--- config.mk ---
export PLATFORM = sky130hd
export DESIGN_NAME = tfbm_bitmaps
export DESIGN_NICKNAME = d
export VERILOG_FILES = /design/src/rtl/tfbm_pkg.sv /design/src/rtl/tfbm_bitmaps.sv
export SDC_FILE = /design/constraint.sdc
export NUM_CORES = 2
export LEC_CHECK = 0
export BUFFER_PORTS_ARGS = -buffer_cell sky130_fd_sc_hd__buf_2
export CAP_MARGIN = 20
export CORE_MARGIN = 4
export CORE_UTILIZATION = 35
export CTS_CLUSTER_SIZE = 14
export DETAILED_ROUTE_END_ITERATION = 7
export GPL_TIMING_DRIVEN = 0
export PLACE_DENSITY_LB_ADDON = 0.08
export SKIP_LAST_GASP = 1
export SYNTH_ARGS = -nofsm -noshare
export SYNTH_HDL_FRONTEND = slang
export SYNTH_SLANG_ARGS = --single-unit
--- constraint.sdc ---
create_clock -name clk -period 5.2 [get_ports clk]
set_clock_uncertainty 0.2 [all_clocks]
set_input_delay 0.52 -clock clk [delete_from_list [all_inputs] [get_ports clk]]
set_output_delay 0.52 -clock clk [all_outputs]
set_load 0.02 [all_outputs]
--- src/rtl/tfbm_pkg.sv ---
// shared types, constants and bit-search helpers for the tlsf free-bin manager
`default_nettype none

package tfbm_pkg;

  localparam int unsigned DATA_W = 32;
  localparam int unsigned IDX_W  = 5;
  localparam int unsigned KEY_W  = 33;
  localparam int unsigned POS_W  = 6;

  typedef enum logic [1:0] {
    OP_INSERT = 2'd0,
    OP_REMOVE = 2'd1,
    OP_SEARCH = 2'd2
  } tfbm_op_t;

  typedef enum logic [3:0] {
    ST_CLEAR,
    ST_IDLE,
    ST_ALIGN,
    ST_ROUND,
    ST_MAP,
    ST_SCAN1,
    ST_SCAN2,
    ST_READ,
    ST_UPD,
    ST_DONE
  } tfbm_state_t;

  typedef struct packed {
    logic [1:0]        opcode;
    logic [DATA_W-1:0] request_size;
    logic [DATA_W-1:0] block_addr;
    logic [DATA_W-1:0] next_addr;
  } tfbm_in_t;

  typedef struct packed {
    logic              found;
    logic [IDX_W-1:0]  first_index;
    logic [IDX_W-1:0]  second_index;
    logic [DATA_W-1:0] head_addr;
  } tfbm_out_t;

  typedef struct packed {
    logic             set;
    logic             clr;
    logic [IDX_W-1:0] sl;
  } tfbm_map_upd_t;

  typedef struct packed {
    logic             row_hit;
    logic [IDX_W-1:0] row_sl;
    logic             up_hit;
    logic [IDX_W-1:0] up_fl;
  } tfbm_scan_t;

  function automatic logic [POS_W-1:0] msb_pos(input logic [KEY_W-1:0] v);
    logic [POS_W-1:0] p;
    p = '0;
    for (int i = 0; i < KEY_W; i++) begin
      if (v[i]) begin
        p = POS_W'(i);
      end
    end
    return p;
  endfunction

  function automatic logic [IDX_W-1:0] lsb_pos(input logic [DATA_W-1:0] v);
    logic [IDX_W-1:0] p;
    p = '0;
    for (int i = DATA_W - 1; i >= 0; i--) begin
      if (v[i]) begin
        p = IDX_W'(i);
      end
    end
    return p;
  endfunction

endpackage

`default_nettype wire

--- src/rtl/tfbm_bitmaps.sv ---
// first- and second-level occupancy bitmaps with set/clear update and bin scan
`default_nettype none

module tfbm_bitmaps #(
  parameter int unsigned FL_COUNT = 25,
  parameter int unsigned SL_LOG2  = 5
) (
  input  wire                          clk,
  input  wire                          rst_n,
  input  wire [tfbm_pkg::IDX_W-1:0]    row_fl,
  input  wire [tfbm_pkg::IDX_W-1:0]    scan_sl,
  input  wire tfbm_pkg::tfbm_map_upd_t upd_i,
  output tfbm_pkg::tfbm_scan_t         scan_o
);
  import tfbm_pkg::*;

  localparam int unsigned SL_COUNT = 1 << SL_LOG2;
  localparam int unsigned FLW      = (FL_COUNT > 1) ? $clog2(FL_COUNT) : 1;

  logic [FL_COUNT-1:0] l1_r;
  logic [FL_COUNT-1:0] l1_nxt;
  logic [SL_COUNT-1:0] l2_r [FL_COUNT];
  logic [SL_COUNT-1:0] row;
  logic [SL_COUNT-1:0] row_nxt;
  logic [SL_COUNT-1:0] row_masked;
  logic [FL_COUNT-1:0] up_masked;
  logic [FLW-1:0]      rfl;
  logic [SL_LOG2-1:0]  usl;

  assign rfl = row_fl[FLW-1:0];
  assign usl = upd_i.sl[SL_LOG2-1:0];
  assign row = l2_r[rfl];

  always_comb begin
    row_nxt = row;
    l1_nxt  = l1_r;
    if (upd_i.set) begin
      row_nxt[usl] = 1'b1;
      l1_nxt[rfl]  = 1'b1;
    end else if (upd_i.clr) begin
      row_nxt[usl] = 1'b0;
      if (row_nxt == '0) begin
        l1_nxt[rfl] = 1'b0;
      end
    end
  end

  always_ff @(posedge clk) begin
    if (!rst_n) begin
      l1_r <= '0;
      for (int i = 0; i < FL_COUNT; i++) begin
        l2_r[i] <= '0;
      end
    end else begin
      l1_r <= l1_nxt;
      if (upd_i.set || upd_i.clr) begin
        l2_r[rfl] <= row_nxt;
      end
    end
  end

  // bins at or above scan_sl in this row, and levels above row_fl
  always_comb begin
    for (int i = 0; i < SL_COUNT; i++) begin
      row_masked[i] = row[i] && (IDX_W'(i) >= scan_sl);
    end
    for (int j = 0; j < FL_COUNT; j++) begin
      up_masked[j] = l1_r[j] && (IDX_W'(j) > row_fl);
    end
    scan_o.row_hit = |row_masked;
    scan_o.row_sl  = lsb_pos(DATA_W'(row_masked));
    scan_o.up_hit  = |up_masked;
    scan_o.up_fl   = lsb_pos(DATA_W'(up_masked));
  end

  a_l1_tracks_row: assert property (@(posedge clk) disable iff (!rst_n)
    (row_fl < IDX_W'(FL_COUNT - 1) || row_fl == IDX_W'(FL_COUNT - 1)) |->
      ((|row) == l1_r[rfl]))
    else $error("level-one bit disagrees with its level-two row");

  a_set_clr_excl: assert property (@(posedge clk) disable iff (!rst_n)
    !(upd_i.set && upd_i.clr))
    else $error("bitmap set and clear in the same cycle");

  a_set_marks_l1: assert property (@(posedge clk) disable iff (!rst_n)
    upd_i.set |=> (l1_r != '0))
    else $error("level-one map empty after an insert");

endmodule

`default_nettype wire

==> metrics.cfg <==
[logic_synthesis]
synthArstFlopShare_pct = 0
synth_seq_area_share_pct = 66.0
syn_avg_cell_area_um2 = 13.6
netlist_instances = 3490
yosysWarnings = 0
ys.flop_type = edfxtp_1
syn_nets = 3509
ys_ff_latch = 1048
synth-edff-count = 1024
ys_types = 85
synth_area_mm2 = 0.0473

[worst_setup_path]
reg2reg_from = l2_r[7][8]$_SDFFCE_PN0P_
crit_path_start_kind = input port
crit_buf_inv = 10
rr_endpoint = l2_r[25][8]$_DFFE_PP_
endpoint_kind = flip-flop
r2r_setup_slack_ps = 940
crit_path_cell_trace = buf_4 -> buf_4 -> buf_6 -> buf_6 -> clkbuf_4 -> buf_8 -> clkbuf_2 -> clkbuf_1 -> nand3_1 -> clkbuf_1 -> nand2_4 -> buf_16
path_class = input port to flip-flop
r2r_cells = 8
critPathMaxStageDelay_ps = 820
cp_num_cells = 12
critical_path_required_ps = 5400
crit_arrival_ps = 5470
path_max_fanout = 19
slowest_stage = nand3_1
crit_family = buffers and inverters

[routing]
final_antenna_net_count = 0
vias = 34988
drc = 0
drtIter0Drc = 5619
wire_per_inst_um = 41.5
via_per_inst = 6.18
wl_mm = 235
drt_pass1_iterations = 6

[run_status]
violations = negative setup slack
status = complete, but fails checks

[placed_design]
hpwl_mm = 163
portBuffers = 28
gp_congestion = 0.993
dp_cells = 5415

[timing]
clock.fmax_mhz = 189
finalSetupViolCount = 38
period_needed_ps = 5280
slew_headroom_pct = 6.29
period_share_pct = 101
fin_ws_ps = -77.3
hold_viol = 0
slew_violations = 0
rsz0062_at_grt = yes
worst_pin_slew_ps = 1410
hold_slack_ps = 196

[floorplan]
boundaryPins = 31
fp-row-count = 134
die_w_um = 376
die_h_um = 376
core_mm2 = 0.134
start_util_pct = 35.4
fp.dieArea_mm2 = 0.141

[clock_network]
clock_sinks = 1048
cts_root_buffer = clkbuf_16
htreeDepth = 3
cts_tree = built
cts.path.max_buffers = 3
insertion_delay_ps = 760
postCtsHoldBufs = 0
path_clk_slew_ps = 60
numCtsBuffers = 116

[pwr]
ir_drop_v = 0.000284
p_leak_nw = 20.4
powerDensity_mw_per_mm2 = 363
total_power_mw = 20.5

[finish]
largest_register = l2_r
largest_register_ffs = 1024
top_regs = l2_r: 1024 flops
fill_cells = 12519
finalNonFillerCells = 5661
drive_gt1_share_pct = 19.2
area_delta_synth_final_pct = 19.3
layout.nets = 3807

[flow_run]
drv_cap = 0

[min_path]
holdCritStartpoint = rst_n
holdPathStages = 3
hp-class = input port to flip-flop

[grt]
track_usage_pct = 32.7
grt_pass1_vias = 32762
antenna_found_initial = 10
grt_remaining_overflow = 0
grt_pass1_wl_mm = 308
grt_max_degree = 33

-- how the worst max path moves through the flow --
stage	to	slack, ps	start
after CTS	scan_o[7]	-10	row_fl[3]
after global routing	scan_o[6]	-40	row_fl[0]
after global placement	l2_r[27][18]$_DFFE_PP_	-9020	row_fl[3]
after floorplan	l2_r[25][0]$_DFFE_PP_	-100	row_fl[3]
after detailed placement	l2_r[24][13]$_SDFFCE_PN0P_	-2010	row_fl[3]
final	l2_r[24][13]$_SDFFCE_PN0P_	-80	row_fl[3]
-- synth_stat cells (9+ instances only) --
master	number	area, um2
mux4_2	163	3670
o22ai_1	14	87.6
dfxtp_1	24	480
inv_1	42	158
a211oi_1	9	67.6
o221a_1	10	113
mux4_1	9	236
clkbuf_1	205	769
o21a_1	16	120
nor2_1	894	3360
nor2b_1	20	125
a22oi_1	106	796
a21oi_1	68	340
nand2_1	167	627
mux2_2	32	360
buf_2	43	215
nand3b_1	10	75.1
buf_1	18	67.6
buf_4	14	105
edfxtp_1	1024	30700
nor3_1	25	125
o211ai_1	9	67.6
nand2b_1	14	87.6
nand3_1	65	325
mux2i_1	207	2070
o21ai_0	63	315
buf_6	15	169
a31oi_1	11	68.8
and3_1	14	87.6
and2_1	15	93.8
nand4_1	14	87.6
-- kinds of logic after synthesis --
logic type             after synthesis  share of synthesized area [%]
and+or+nand+nor                   1289                           11.4
buffers and inverters              345                           3.27
DFF                               1048                           66.0
muxes                              411                           13.4
AOI/OAI and AO/OA                  397                           5.91
-- stage by stage --
step	setup slack (ps)	area, um2	TNS (ps)	utilization, %
6_report	-77.3	56400	-1370	42.2
5_1_grt	-43.5	56400	-57.6	42.2
4_1_cts	-9.89	56200	-9.89	42.0
3_5_place_dp	-2010	51900	-1604520	38.8
3_3_place_gp	-9020	49700	-5814280	37.1
2_1_floorplan	-103	47300	-19430	-
-- layer usage --
metal / routed length (um) / global-route usage, % / up-vias
met5: 193 / 0 / -
met4: 14200 / 16.7 / 12
met3: 24300 / 7.36 / 494
met2: 100000 / 48.2 / 2428
met1: 95800 / 45.4 / 18393
li1: - / - / 13661
-- timing repair --
| item | 4_1_cts | 5_1_grt |
|---|---|---|
| gates resized for setup | 139 | 45 |
| hold endpoints to repair | 0 | 0 |
| setup endpoints to repair | 1014 | 9 |
| buffers inserted | 18 | 4 |
| pin swaps | 7 | 2 |
-- layout by cell type, fill, tap and decap left out, types with 12 or more instances in the layout --
| cell | count |
|---|---|
| dfxtp_1 | 24 |
| nor3_1 | 18 |
| nand2_1 | 139 |
| nor2b_1 | 17 |
| buf_8 | 60 |
| clkbuf_16 | 116 |
| o21a_1 | 16 |
| clkbuf_1 | 210 |
| o21ai_0 | 60 |
| and2_1 | 14 |
| buf_2 | 38 |
| mux2_2 | 32 |
| nand2b_1 | 12 |
| buf_12 | 21 |
| nand4_1 | 14 |
| a22oi_1 | 105 |
| buf_16 | 25 |
| nand3_1 | 64 |
| a21oi_1 | 68 |
| buf_4 | 50 |
| clkinv_1 | 35 |
| nand2_4 | 23 |
| clkinv_2 | 22 |
| and3_1 | 14 |
| o22ai_1 | 14 |
| mux4_2 | 163 |
| buf_6 | 67 |
| inv_1 | 42 |
| nor2_1 | 886 |
| edfxtp_1 | 1024 |
| mux2i_1 | 201 |
| clkbuf_2 | 15 |
-- worst reg2reg max path, stage by stage (launching register included) --
cell and delay (ps):
edfxtp_1 380, mux4_2 520, mux2_2 290, nand3_1 140, and4_2 560, a21oi_1 80, a21oi_1 900, clkbuf_1 600
inv_1 270
-- final cells by class --
class,instances,area (um2),area share [%]
diodes,6,15.0,0.0266
plain buffers,296,1790,3.17
clock buffers,143,3000,5.32
clock inverters,74,634,1.12
inverters,47,183,0.324
multi-input cells,2097,14900,26.5
flip-flops and latches,1048,31200,55.3
well taps,1768,2210,3.92
repair buffers,182,2410,4.28
-- where the power goes --
| group | total (mW) | leakage (nW) | switching [mW] | internal, mW |
|---|---|---|---|---|
| sequential | 9.64 | 10.5 | 0.0696 | 9.57 |
| clock | 8.17 | 1.78 | 3.63 | 4.54 |
| combinational | 2.67 | 8.15 | 1.95 | 0.719 |
Note: power is estimated with default switching activity, not from simulation.
